## config.mk

```make
export PLATFORM = sky130hd
export DESIGN_NAME = periodic_task_dispatcher_with_load
export DESIGN_NICKNAME = d
export VERILOG_FILES = /design/src/rtl/ptd_pkg.sv /design/src/rtl/ptd_ram.sv /design/src/rtl/ptd_ctrl.sv /design/src/rtl/ptd_dp.sv /design/src/rtl/periodic_task_dispatcher_with_load.sv
export SDC_FILE = /design/constraint.sdc
export NUM_CORES = 1
export LEC_CHECK = 0
export ABC_AREA = 1
export BUFFER_PORTS_ARGS = -buffer_cell sky130_fd_sc_hd__buf_2
export CORE_MARGIN = 2
export CORE_UTILIZATION = 47
export DETAILED_ROUTE_END_ITERATION = 10
export HOLD_SLACK_MARGIN = 0.06
export PLACE_DENSITY = 0.75
export SYNTH_ARGS = -nofsm -noshare
export SYNTH_HDL_FRONTEND = slang
export SYNTH_HIERARCHICAL = 1
export SYNTH_SLANG_ARGS = --single-unit
export TNS_END_PERCENT = 1
```

## constraint.sdc

```tcl
create_clock -name i_clk -period 7.5 [get_ports i_clk]
set_input_delay 1.5 -clock i_clk [delete_from_list [all_inputs] [get_ports i_clk]]
set_output_delay 1.5 -clock i_clk [all_outputs]
set_load 0.05 [all_outputs]
```

## src/rtl/ptd_pkg.sv

```systemverilog
// Shared types, codes and helpers for the periodic task dispatcher.
`default_nettype none
package ptd_pkg;

    localparam logic [1:0] KIND_TICK = 2'd0;
    localparam logic [1:0] KIND_SCAN = 2'd1;
    localparam logic [1:0] KIND_LOAD = 2'd2;

    localparam logic [9:0] WINDOW_MS = 10'd1000;
    localparam logic [9:0] IDLE_MAX  = 10'd1023;
    localparam int         WALK_CAP  = 8;

    typedef struct packed {
        logic [1:0]  kind;
        logic [2:0]  task_index;
        logic [31:0] task_period;
    } t_item;

    typedef struct packed {
        logic        dispatched;
        logic [2:0]  run_task;
        logic [31:0] task_runs;
        logic [31:0] now_ms;
        logic [6:0]  load_pct;
        logic        went_idle;
        logic        last;
    } t_result;

    typedef struct packed {
        logic       tick;
        logic       load;
        logic       rd_en;
        logic [2:0] rd_idx;
        logic       flush;
    } t_cmd;

    typedef struct packed {
        logic [3:0] limit;
    } t_status;

    // x / 10 for x below 1029 as a reciprocal multiply
    function automatic logic [6:0] div10(input logic [9:0] x);
        logic [17:0] p;
        p = 18'(x) * 18'd205;
        return 7'(p >> 11);
    endfunction

endpackage
`default_nettype wire

```

## src/rtl/ptd_ram.sv

```systemverilog
// Generic single-write, single-read RAM with registered read data.
`default_nettype none
module ptd_ram #(
    parameter int WIDTH = 32,
    parameter int DEPTH = 8,
    localparam int AW = (DEPTH > 1) ? $clog2(DEPTH) : 1
) (
    input  wire logic             i_clk,
    input  wire logic             i_we,
    input  wire logic [AW-1:0]    i_waddr,
    input  wire logic [WIDTH-1:0] i_wdata,
    input  wire logic             i_re,
    input  wire logic [AW-1:0]    i_raddr,
    output logic      [WIDTH-1:0] o_rdata
);

    logic [WIDTH-1:0] r_mem [DEPTH];
    logic [WIDTH-1:0] r_q;

    always_ff @(posedge i_clk) begin
        if (i_we) begin
            r_mem[i_waddr] <= i_wdata;
        end
        if (i_re) begin
            r_q <= r_mem[i_raddr];
        end
    end

    assign o_rdata = r_q;

endmodule
`default_nettype wire

```

## src/rtl/ptd_ctrl.sv

```systemverilog
// Controller: accepts items and sequences the task table walk.
`default_nettype none
module ptd_ctrl (
    input  wire logic          i_clk,
    input  wire logic          i_rst_n,
    input  wire logic          start,
    output logic               busy,
    input  wire logic [1:0]    i_kind,
    input  ptd_pkg::t_status   i_status,
    output ptd_pkg::t_cmd      o_cmd
);

    localparam logic [1:0] ST_IDLE  = 2'd0;
    localparam logic [1:0] ST_SCAN  = 2'd1;
    localparam logic [1:0] ST_FLUSH = 2'd2;

    logic [1:0] r_state, n_state;
    logic [3:0] r_idx, n_idx;
    logic       accept;

    assign busy   = (r_state != ST_IDLE);
    assign accept = start && !busy;

    always_comb begin
        n_state      = r_state;
        n_idx        = r_idx;
        o_cmd        = '0;
        o_cmd.rd_idx = r_idx[2:0];
        case (r_state)
            ST_IDLE: begin
                o_cmd.tick = accept && (i_kind == ptd_pkg::KIND_TICK);
                o_cmd.load = accept && (i_kind == ptd_pkg::KIND_LOAD);
                if (accept && (i_kind == ptd_pkg::KIND_SCAN)) begin
                    n_state = ST_SCAN;
                    n_idx   = '0;
                end
            end
            ST_SCAN: begin
                if (r_idx < i_status.limit) begin
                    o_cmd.rd_en = 1'b1;
                    n_idx       = r_idx + 4'd1;
                end else begin
                    n_state = ST_FLUSH;
                end
            end
            ST_FLUSH: begin
                o_cmd.flush = 1'b1;
                n_state     = ST_IDLE;
            end
            default: begin
                n_state = ST_IDLE;
            end
        endcase
    end

    always_ff @(posedge i_clk) begin
        if (!i_rst_n) begin
            r_state <= ST_IDLE;
            r_idx   <= '0;
        end else begin
            r_state <= n_state;
            r_idx   <= n_idx;
        end
    end

    // a scan always ends in a flush cycle
    a_scan_busy: assert property (@(posedge i_clk) disable iff (!i_rst_n)
        accept && (i_kind == ptd_pkg::KIND_SCAN) |=> busy)
        else $error("scan accepted without going busy");
    a_flush_idle: assert property (@(posedge i_clk) disable iff (!i_rst_n)
        o_cmd.flush |=> !busy)
        else $error("flush not followed by idle");
    a_read_bound: assert property (@(posedge i_clk) disable iff (!i_rst_n)
        o_cmd.rd_en |-> ({1'b0, o_cmd.rd_idx} < i_status.limit))
        else $error("table read past scan limit");

endmodule
`default_nettype wire

```

## src/rtl/ptd_dp.sv

```systemverilog
// Datapath: counters, load measurement, task table and result register.
`default_nettype none
module ptd_dp #(
    parameter int MAX_TASKS = 8
) (
    input  wire logic          i_clk,
    input  wire logic          i_rst_n,
    input  ptd_pkg::t_item     i_item,
    input  wire logic          i_cfg_we,
    input  wire logic [3:0]    i_cfg_data,
    input  ptd_pkg::t_cmd      i_cmd,
    output ptd_pkg::t_status   o_status,
    output logic               o_valid,
    output ptd_pkg::t_result   o_result
);

    localparam int AW  = (MAX_TASKS > 1) ? $clog2(MAX_TASKS) : 1;
    localparam int CAP = (MAX_TASKS < ptd_pkg::WALK_CAP) ? MAX_TASKS : ptd_pkg::WALK_CAP;

    logic [3:0]           r_task_count;
    logic [31:0]          r_ms;
    logic [9:0]           r_idle_cnt, n_idle_cnt;
    logic [9:0]           r_win, n_win;
    logic [6:0]           r_load, n_load;
    logic                 r_mark;
    logic [MAX_TASKS-1:0] r_vld;
    logic                 r_vld_q;
    logic                 r_ev_valid;
    logic [AW-1:0]        r_ev_addr;
    logic                 r_pend_valid;
    logic [2:0]           r_pend_task;
    logic [31:0]          r_pend_runs;
    logic                 r_out_valid, n_out_valid;
    ptd_pkg::t_result     r_out, n_out;

    logic [AW-1:0] rd_addr, ld_addr;
    logic          ld_ok;
    logic [31:0]   due_q, run_q, per_q;
    logic [31:0]   due_eff, run_eff, run_inc, diff;
    logic          hit;
    logic [9:0]    idle_inc, idle_clamp;

    assign rd_addr = AW'(i_cmd.rd_idx);
    assign ld_addr = AW'(i_item.task_index);
    assign ld_ok   = i_cmd.load && (int'(i_item.task_index) < MAX_TASKS);

    assign o_status.limit = (r_task_count > 4'(CAP)) ? 4'(CAP) : r_task_count;

    // entries not valid since reset or load read as zero
    assign due_eff = r_vld_q ? due_q : 32'd0;
    assign run_eff = r_vld_q ? run_q : 32'd0;
    assign run_inc = run_eff + 32'd1;
    assign diff    = r_ms - due_eff;
    assign hit     = r_ev_valid && !diff[31];

    ptd_ram #(.WIDTH(32), .DEPTH(MAX_TASKS)) u_due (
        .i_clk   (i_clk),
        .i_we    (hit),
        .i_waddr (r_ev_addr),
        .i_wdata (r_ms + per_q),
        .i_re    (i_cmd.rd_en),
        .i_raddr (rd_addr),
        .o_rdata (due_q)
    );

    ptd_ram #(.WIDTH(32), .DEPTH(MAX_TASKS)) u_runs (
        .i_clk   (i_clk),
        .i_we    (hit),
        .i_waddr (r_ev_addr),
        .i_wdata (run_inc),
        .i_re    (i_cmd.rd_en),
        .i_raddr (rd_addr),
        .o_rdata (run_q)
    );

    ptd_ram #(.WIDTH(32), .DEPTH(MAX_TASKS)) u_period (
        .i_clk   (i_clk),
        .i_we    (ld_ok),
        .i_waddr (ld_addr),
        .i_wdata (i_item.task_period),
        .i_re    (i_cmd.rd_en),
        .i_raddr (rd_addr),
        .o_rdata (per_q)
    );

    // tick: idle accounting and window close
    always_comb begin
        idle_inc = r_idle_cnt;
        if (r_mark && (r_idle_cnt != ptd_pkg::IDLE_MAX)) begin
            idle_inc = r_idle_cnt + 10'd1;
        end
        idle_clamp = (idle_inc > ptd_pkg::WINDOW_MS) ? ptd_pkg::WINDOW_MS : idle_inc;
        n_idle_cnt = idle_inc;
        n_win      = r_win + 10'd1;
        n_load     = r_load;
        if (r_win == ptd_pkg::WINDOW_MS - 10'd1) begin
            n_win      = '0;
            n_idle_cnt = '0;
            n_load     = ptd_pkg::div10(ptd_pkg::WINDOW_MS - idle_clamp);
        end
    end

    // result selection: a pending dispatch goes out once the next one or the end is known
    always_comb begin
        n_out_valid      = 1'b0;
        n_out            = '0;
        n_out.now_ms     = r_ms;
        n_out.load_pct   = r_load;
        n_out.dispatched = 1'b1;
        n_out.run_task   = r_pend_task;
        n_out.task_runs  = r_pend_runs;
        if (i_cmd.flush) begin
            n_out_valid = 1'b1;
            n_out.last  = 1'b1;
            if (!r_pend_valid) begin
                n_out.dispatched = 1'b0;
                n_out.run_task   = '0;
                n_out.task_runs  = '0;
                n_out.went_idle  = 1'b1;
            end
        end else if (hit && r_pend_valid) begin
            n_out_valid = 1'b1;
        end
    end

    always_ff @(posedge i_clk) begin
        if (!i_rst_n) begin
            r_task_count <= '0;
            r_ms         <= '0;
            r_idle_cnt   <= '0;
            r_win        <= '0;
            r_load       <= '0;
            r_mark       <= 1'b0;
            r_vld        <= '0;
            r_ev_valid   <= 1'b0;
            r_pend_valid <= 1'b0;
            r_out_valid  <= 1'b0;
        end else begin
            if (i_cfg_we) begin
                r_task_count <= i_cfg_data;
            end
            if (i_cmd.tick) begin
                r_ms       <= r_ms + 32'd1;
                r_idle_cnt <= n_idle_cnt;
                r_win      <= n_win;
                r_load     <= n_load;
                r_mark     <= 1'b0;
            end else if (i_cmd.flush && !r_pend_valid) begin
                r_mark <= 1'b1;
            end
            if (ld_ok) begin
                r_vld[ld_addr] <= 1'b0;
            end else if (hit) begin
                r_vld[r_ev_addr] <= 1'b1;
            end
            r_ev_valid <= i_cmd.rd_en;
            if (i_cmd.flush) begin
                r_pend_valid <= 1'b0;
            end else if (hit) begin
                r_pend_valid <= 1'b1;
            end
            r_out_valid <= n_out_valid;
        end
    end

    always_ff @(posedge i_clk) begin
        if (i_cmd.rd_en) begin
            r_vld_q <= r_vld[rd_addr];
        end
        r_ev_addr <= rd_addr;
        if (hit) begin
            r_pend_task <= 3'(r_ev_addr);
            r_pend_runs <= run_inc;
        end
        r_out <= n_out;
    end

    assign o_valid  = r_out_valid;
    assign o_result = r_out;

    a_flush_out: assert property (@(posedge i_clk) disable iff (!i_rst_n)
        i_cmd.flush |=> r_out_valid && r_out.last)
        else $error("flush did not produce a final result");
    a_idle_shape: assert property (@(posedge i_clk) disable iff (!i_rst_n)
        r_out_valid && r_out.went_idle |-> r_out.last && !r_out.dispatched)
        else $error("idle result malformed");
    a_hit_pend: assert property (@(posedge i_clk) disable iff (!i_rst_n)
        hit |=> r_pend_valid)
        else $error("due task not held as pending");
    a_idle_mark: assert property (@(posedge i_clk) disable iff (!i_rst_n)
        r_out_valid && r_out.went_idle |-> r_mark)
        else $error("idle result without idle mark");

endmodule
`default_nettype wire

```

## src/rtl/periodic_task_dispatcher_with_load.sv

```systemverilog
// Top level of the periodic task dispatcher with processor load measurement.
// Tick and load items complete at their accept edge; busy stays low and they give no transfer.
// A scan holds busy while it walks limit = min(task_count, MAX_TASKS, 8) table entries, one
// a cycle, and then flushes; the next item is taken only once busy has dropped again.
// Results come at most one a cycle, the final one registered after the flush; no stall.
// Synchronous active-low reset clears counters, config and per-entry valid bits (counts read zero).
`default_nettype none
module periodic_task_dispatcher_with_load #(
    parameter int MAX_TASKS = 8
) (
    input  wire logic        i_clk,
    input  wire logic        i_rst_n,
    input  wire logic        start,
    output logic             busy,
    input  ptd_pkg::t_item   i_item,
    input  wire logic        i_cfg_we,
    input  wire logic [3:0]  i_cfg_data,
    output logic             o_valid,
    output ptd_pkg::t_result o_result
);

    // command and status between the sequencer and the datapath
    ptd_pkg::t_cmd    cmd;
    ptd_pkg::t_status status;

    // Sequencer: accept items, walk the table one entry a cycle, then flush
    // the held dispatch (or the idle report) with the last flag.
    ptd_ctrl u_ctrl (
        .i_clk    (i_clk),
        .i_rst_n  (i_rst_n),
        .start    (start),
        .busy     (busy),
        .i_kind   (i_item.kind),
        .i_status (status),
        .o_cmd    (cmd)
    );

    // Datapath: millisecond and idle counters, task tables in RAM, and a
    // one-deep pending stage so each transfer knows whether it is the last.
    ptd_dp #(.MAX_TASKS(MAX_TASKS)) u_dp (
        .i_clk      (i_clk),
        .i_rst_n    (i_rst_n),
        .i_item     (i_item),
        .i_cfg_we   (i_cfg_we),
        .i_cfg_data (i_cfg_data),
        .i_cmd      (cmd),
        .o_status   (status),
        .o_valid    (o_valid),
        .o_result   (o_result)
    );

    // every result transfer is either a dispatch or an idle report, never both
    a_one_kind: assert property (@(posedge i_clk) disable iff (!i_rst_n)
        o_valid |-> (o_result.dispatched != o_result.went_idle))
        else $error("result neither or both dispatch and idle");
    // hold the scan in progress: no result strobes while a scan has not started
    a_no_spurious: assert property (@(posedge i_clk) disable iff (!i_rst_n)
        o_valid |-> $past(busy))
        else $error("result without a scan in progress");
    // drop nothing: a final transfer leaves the block idle
    a_last_idle: assert property (@(posedge i_clk) disable iff (!i_rst_n)
        o_valid && o_result.last |-> !busy)
        else $error("final result while still busy");

endmodule
`default_nettype wire

```

* After elaboration in Yosys (flattened, before gate mapping)
Memories as Yosys holds them, arrays and structs flattened. A register that Yosys moved wholly into a read port is not among the register bits.
Index checks and enable logic that the tools add are counted.
** Storage, ports and cells
- Register bits after elaboration :: 197
- Memory bits (writable) :: 768
- Input port bits :: 45
- Output and inout port bits :: 79
- Logic and storage cells :: 114
- Memories kept :: 3
** Memories
- u_dp.u_due.r_mem :: depth 8, bits a word 32, read ports 1, clocked after Yosys merged registers in 1, wr ports 1, line ptd_ram.sv:17 : logic [WIDTH-1:0] r_mem [DEPTH];
- u_dp.u_period.r_mem :: depth 8, bits a word 32, read ports 1, clocked after Yosys merged registers in 1, wr ports 1, line ptd_ram.sv:17
- u_dp.u_runs.r_mem :: depth 8, bits a word 32, read ports 1, clocked after Yosys merged registers in 1, wr ports 1, line ptd_ram.sv:17
** Operators by class
- $add $sub $neg :: 8
- Multipliers :: 1
- Magnitude comparators :: 8
- Equality and inequality tests :: 9
- Multiplexer cells :: 35
- Bitwise operators :: 4
- Reduce and logical (&&, ||, !) cells :: 23
** Operators with widths (count)
- adder 32 x 1 -> 32 bit (second input constant) :: 2
- two-way mux 32 bit :: 2
- two-way mux 10 bit :: 4
- two-way mux 36 bit :: 1
- two-way mux 35 bit :: 1
- adder 32 bit :: 1
- subtractor 32 bit :: 1
- adder 10 x 1 -> 10 bit (second input constant) :: 2
- multiplier 10 x 8 -> 18 bit (second input constant) :: 1
- two-way mux 8 bit :: 2
- two-way mux 1 bit :: 14
- < comparator 3 x 4 -> 1 bit (second input constant) :: 3
- two-way mux 4 bit :: 3
- equality test 10 bit (second input constant) :: 1
- > comparator 10 bit (second input constant) :: 1
- logical AND 1 bit :: 10
- inequality test 10 bit (second input constant) :: 1
- subtractor 10 bit (first input constant) :: 1
- bitwise AND 8 bit :: 1
- NOT 8 bit :: 1
- OR 8 bit :: 1
- case mux 4 bit (2 select lines) :: 1
- demux 1 bit (select 3 bit) :: 2
- greater-or-equal comparator 3 x 1 -> 1 bit (second input constant) :: 2
- other kinds (17) :: 29

* Logic depth before layout (Yosys ltp)
- Depth after elaboration :: 7
- Depth in mapped cells :: 36
- Depth with buffers taken out :: 36

* Cells and area by module
Netlist, hierarchy kept.
** By module, submodules not included
- ptd_ram :: instances 3, cells each 1156, area each 12192.9 µm²
- ptd_dp :: instances 1, cells each 1458, area each 11466.0 µm²
- ptd_ctrl :: instances 1, cells each 66, area each 481.7 µm²

* Worst setup path after synthesis
OpenSTA, ideal clock, no wires.
- Path kind :: reg-to-reg
- Start :: register u_dp.r_idle_cnt[0]
- End :: register u_dp.r_load[5]
- Setup time :: 0.113 ns
- Arrival time :: 5.931 ns
- Required time :: 7.387 ns
- Slack :: 1.456 ns
- Stages on the path, launching flop included :: 36
- Clock period less this slack :: 6.044 ns
- Cell sequence :: dfxtp_1 -> ha_1 -> nand3_1 -> nor2_2 -> nand2_2 -> nand2_4 -> nand2_1 -> nand2_2 -> nand3_2 -> nand2_2 -> nand2_2 -> nand2_4 -> nand2_1 -> ha_1 -> nand2_4 -> nand2_2 -> o21ai_2 -> nand2_4 -> nor2_2 -> xor2_1 -> inv_1 -> ha_1 -> fa_1 -> inv_1 -> fa_1 -> fa_1 -> inv_1 -> ha_1 -> nand2_1 -> nor2_1 -> a211oi_1 -> nor2_1 -> a2111oi_0 -> nand3_1 -> nand3_1 -> nand2_1
** On the way
- Cells in the longest elaborated chain, start to end :: 7
- Elaborated cells between the ends (all ways) :: 8
- Classes of those cells :: add/sub (2); mul (1); order compare (1); eq/ne (1); mux (2); reduce/logical (1)
** Ends and longest elaborated chain
- start, declared :: line ptd_dp.sv:22 : logic [9:0] r_idle_cnt, n_idle_cnt;
- start signal, assigned :: line ptd_dp.sv:144 : r_idle_cnt <= n_idle_cnt;
- branches (longest 2 deep; another with adder 10 x 1 -> 10 bit)
- two-way mux 10 bit * :: line ptd_dp.sv:89 : if (r_mark && (r_idle_cnt != ptd_pkg::IDLE_MAX)) begin
- > comparator 10 bit :: line ptd_dp.sv:92 : idle_clamp = (idle_inc > ptd_pkg::WINDOW_MS) ? ptd_pkg::WINDOW_MS : idle_inc;
- two-way mux 10 bit * :: line ptd_dp.sv:92
- subtractor 10 bit * :: line ptd_dp.sv:99 : n_load = ptd_pkg::div10(ptd_pkg::WINDOW_MS - idle_clamp);
- multiplier 10 x 8 -> 18 bit * :: line ptd_pkg.sv:44 : p = 18'(x) * 18'd205;
- end signal, assigned :: line ptd_dp.sv:146 : r_load <= n_load;
- end, declared :: line ptd_dp.sv:24 : logic [6:0] r_load, n_load;
Mark *: on every way between the ends.
A chain may end at the register's enable or synchronous reset.

* Final worst setup path
Same ends and word-level chain as after synthesis.

==> reports/results.ini <==
[outcome]
status=completed

[final_layout]
seqCellArea_um2=30300
fillers=8566
multi_input_area_um2=13600
nets=5287
fin_util=0.529
syn_to_final_growth_pct=11.3
drive_gt1_frac=0.0844

[flow_run]
maxCapViolCount=0

[route]
drc_errors=0
firstDrtPassIters=5
routed_wl_um=113000
vias_per_cell=5.10
via_count=33500
ant_nets=0
wl_per_cell_um=17.2
drtIter0Drc=3477

[floorplan]
initial_utilization=0.476
io_pins=124
core_area_um2=102000
row_count=117
die_x_um=325
die_area_um2=106000
die_h_um=325

[global_routing]
grt_util_met1=0.282
grt_overflow=0
busiest_layer=met2
grtUsageMet3=0.0360
grt_max_degree=96
antenna_found_initial=15
grt_pass1_vias=32500
grt_usage=0.212
use_met2=0.348
grt_pass1_wl_um=176000

[setup_path]
end_kind=flip-flop
cpMaxStageDelayCell=fa_1
r2r_cells=32
max_stage_delay_ns=0.55
cp.arrival_ns=7.32
r2r_end=u_dp/r_load[5]
cpMostUsedCell=nand2_1
crit_fanout=8
reg2reg_from=u_dp/r_idle_cnt[0]
r2r_slack_ns=0.77
worstPathRequired_ns=8.09
critPathLaunchType=flip-flop
worstSetupPathType=flip-flop to flip-flop

[timing]
final.min_clock_period_ns=6.73
final-max-slew-violation-count=0
clock.fmax_ghz=0.149
timing.final.crit_share=0.897
setup_tns_ns=0
rsz0062_at_grt=false
slew_headroom=0.282
fin_ws_ns=0.772
clock_skew_ns=0.0453
setup_viol=0
finalHoldViolations=0
tightest_slew_ns=1.07

[clocking]
post_cts_buffers=0
cts-buffers-inserted=107
clock-sinks=1061
htreeDepth=3
cts_buffer_depth=3
clk_pin_slew_worst_paths_ns=0.06
clk-insertion-delay-late_ns=0.72
cts_resized=0
tritoncts=done
cts-root-buf=clkbuf_16
hold_buffers=0

[placed_design]
hpwlAfterDp_um=69200
place.gp.congestion=0.867
io_buffers=123
pre_cts_slack_ns=0.735

[pwr]
sw_frac_of_total=0.234
p_leak_uw=0.0241
seqPwrFrac=0.505
power.density_nw_per_um2=237
internal_power_uw=9800
power_switching_uw=2990
pwr-share-clk=0.419
combPwrFrac=0.076
peakVddDrop_mv=0.221

[min_path]
hold_depth=0
min_from=u_dp/r_load[2]
hold_path_end=u_dp/o_result[4]
hold_class=flip-flop to flip-flop

[synthesis]
synth_warnings=6
yosysTopAreaCell=edfxtp_1
yosysTopAreaCellShare=0.557
ys_ff_latch=1061
ys_top_cells_by_area=edfxtp_1, nand2_1, inv_1, dfxtp_1, nand3_1
synth_cell_types=55
synthCells=4992
ys_seq_area_frac=0.623
syn_nets=5171
postSynthAreaPerCell_um2=9.72
netlist_area_um2=48500

-- stage by stage --
stage	hold slack, ns	power [uW]	cell area, um2	cells
CTS	0.367	12900	54000	6570
global route	0.377	13200	54000	6575
global placement	0.359	7510	50400	6367
finish	0.366	12800	54000	6580
detailed placement	0.358	7540	50400	6367
floorplan	0.326	7310	48500	4992
-- cells by family (layout without fill, tap and decap cells) --
kind of cell             count (synthesis)  in the layout  synth area share
buffers and inverters                 1185           1395            0.0998
adder cells (fa/ha/maj)                134            134            0.0372
AND/OR/NAND/NOR                       2309           2309             0.199
other                                    0             10                 0
XOR/XNOR                                77             77            0.0142
AO/OA/AOI/OAI                          226            226            0.0269
flip-flops                            1061           1061             0.623
-- synthesized netlist by cell type (all sizes together) --
master and count:
a211oi 6, a21oi 110, edfxtp 900, o221ai 4
and3 4, nor3 56, nand3 457, o2111ai 1
o31ai 3, a221oi 6, nand3b 6, a311oi 1
a21o 9, a2111oi 1, o211ai 3, o21bai 2
xnor2 24, nor2 184, o21a 8, o22ai 8
nor4 10, ha 117, dfxtp 161, or4 2
a21boi 3, o21ai 55, xor2 53, or2 1
inv 1020, nor3b 1, nand2 1562, and2 3
buf 129, clkbuf 36, fa 17, nand4 23
a31oi 6
-- power groups by stage --
| stage | Clock (uW) | Sequential [uW] | Combinational, uW |
|---|---|---|---|
| finish | 5360 | 6460 | 969 |
| detailed placement | 0 | 6590 | 951 |
| floorplan | 0 | 6580 | 726 |
| CTS | 5430 | 6460 | 961 |
| global placement | 0 | 6590 | 924 |
| global route | 5690 | 6460 | 1100 |
-- sequential cells by signal, indices dropped and copies added, names as in the netlist, 3 cells and up --
name and cells:
u_ctrl/r_idx 4, u_dp/o_result 77, u_dp/r_ev_addr 3, u_dp/r_idle_cnt 10, u_dp/r_load 7, u_dp/r_ms 32, u_dp/r_pend_runs 32, u_dp/r_pend_task 3
u_dp/r_task_count 4, u_dp/r_vld 8, u_dp/r_win 10, u_dp/u_due/o_rdata 32, u_dp/u_due/r_mem 256, u_dp/u_period/o_rdata 32, u_dp/u_period/r_mem 256, u_dp/u_runs/o_rdata 32
u_dp/u_runs/r_mem 256
-- cell type report --
class	count	share of cell area
antenna	10	0.000463
clock buffer	139	0.0542
clock inverter	64	0.0120
inverter	1020	0.0710
multi-input combinational	2746	0.252
sequential	1061	0.560
tap	1368	0.0317
timing repair buffer	172	0.0182
-- critical path: cells and delay by family, from the launching register on --
kind                     cells  cell delay, ns
XOR/XNOR                     2            0.54
adder cells (fa/ha/maj)      7            2.63
buffers and inverters        3            0.22
AND/OR/NAND/NOR             17            1.96
flip-flops                   1            0.49
AO/OA/AOI/OAI                3            0.80
-- cell usage in the layout, fill, tap and decap left out, drive strengths merged, types with 4 or more instances in the layout --
| master | count |
|---|---|
| o22ai | 8 |
| a221oi | 6 |
| buf | 172 |
| nor3 | 56 |
| o221ai | 4 |
| o21ai | 55 |
| nand2 | 1562 |
| bufinv | 9 |
| xnor2 | 24 |
| a31oi | 6 |
| xor2 | 53 |
| diode | 10 |
| o21a | 8 |
| nand4 | 23 |
| ha | 117 |
| fa | 17 |
| a21o | 9 |
| nor2 | 184 |
| clkbuf | 139 |
| dfxtp | 161 |
| and3 | 4 |
| nand3b | 6 |
| a21oi | 110 |
| edfxtp | 900 |
| clkinv | 50 |
| inv | 1023 |
| nor4 | 10 |
| nand3 | 457 |
| a211oi | 6 |
-- per-layer routing --
layer | part of all wire | wire, um
met4 | 0.029 | 3330
met1 | 0.42 | 47600
met2 | 0.47 | 53500
met3 | 0.077 | 8770
met5 | 0.00082 | 93
-- how the worst max path moves through the flow --
stage                        from        endpoint  cells past startpoint
6_report       u_dp/r_idle_cnt[0]  u_dp/r_load[5]                     32
5_1_grt        u_dp/r_idle_cnt[0]  u_dp/r_load[5]                     32
4_1_cts        u_dp/r_idle_cnt[0]  u_dp/r_load[5]                     32
3_5_place_dp   u_dp/r_idle_cnt[0]  u_dp/r_load[5]                     32
3_3_place_gp   u_dp/r_idle_cnt[0]  u_dp/r_load[5]                     32
2_1_floorplan  u_dp/r_idle_cnt[0]  u_dp/r_load[5]                     35
Note: power is estimated with default switching activity, not from simulation.
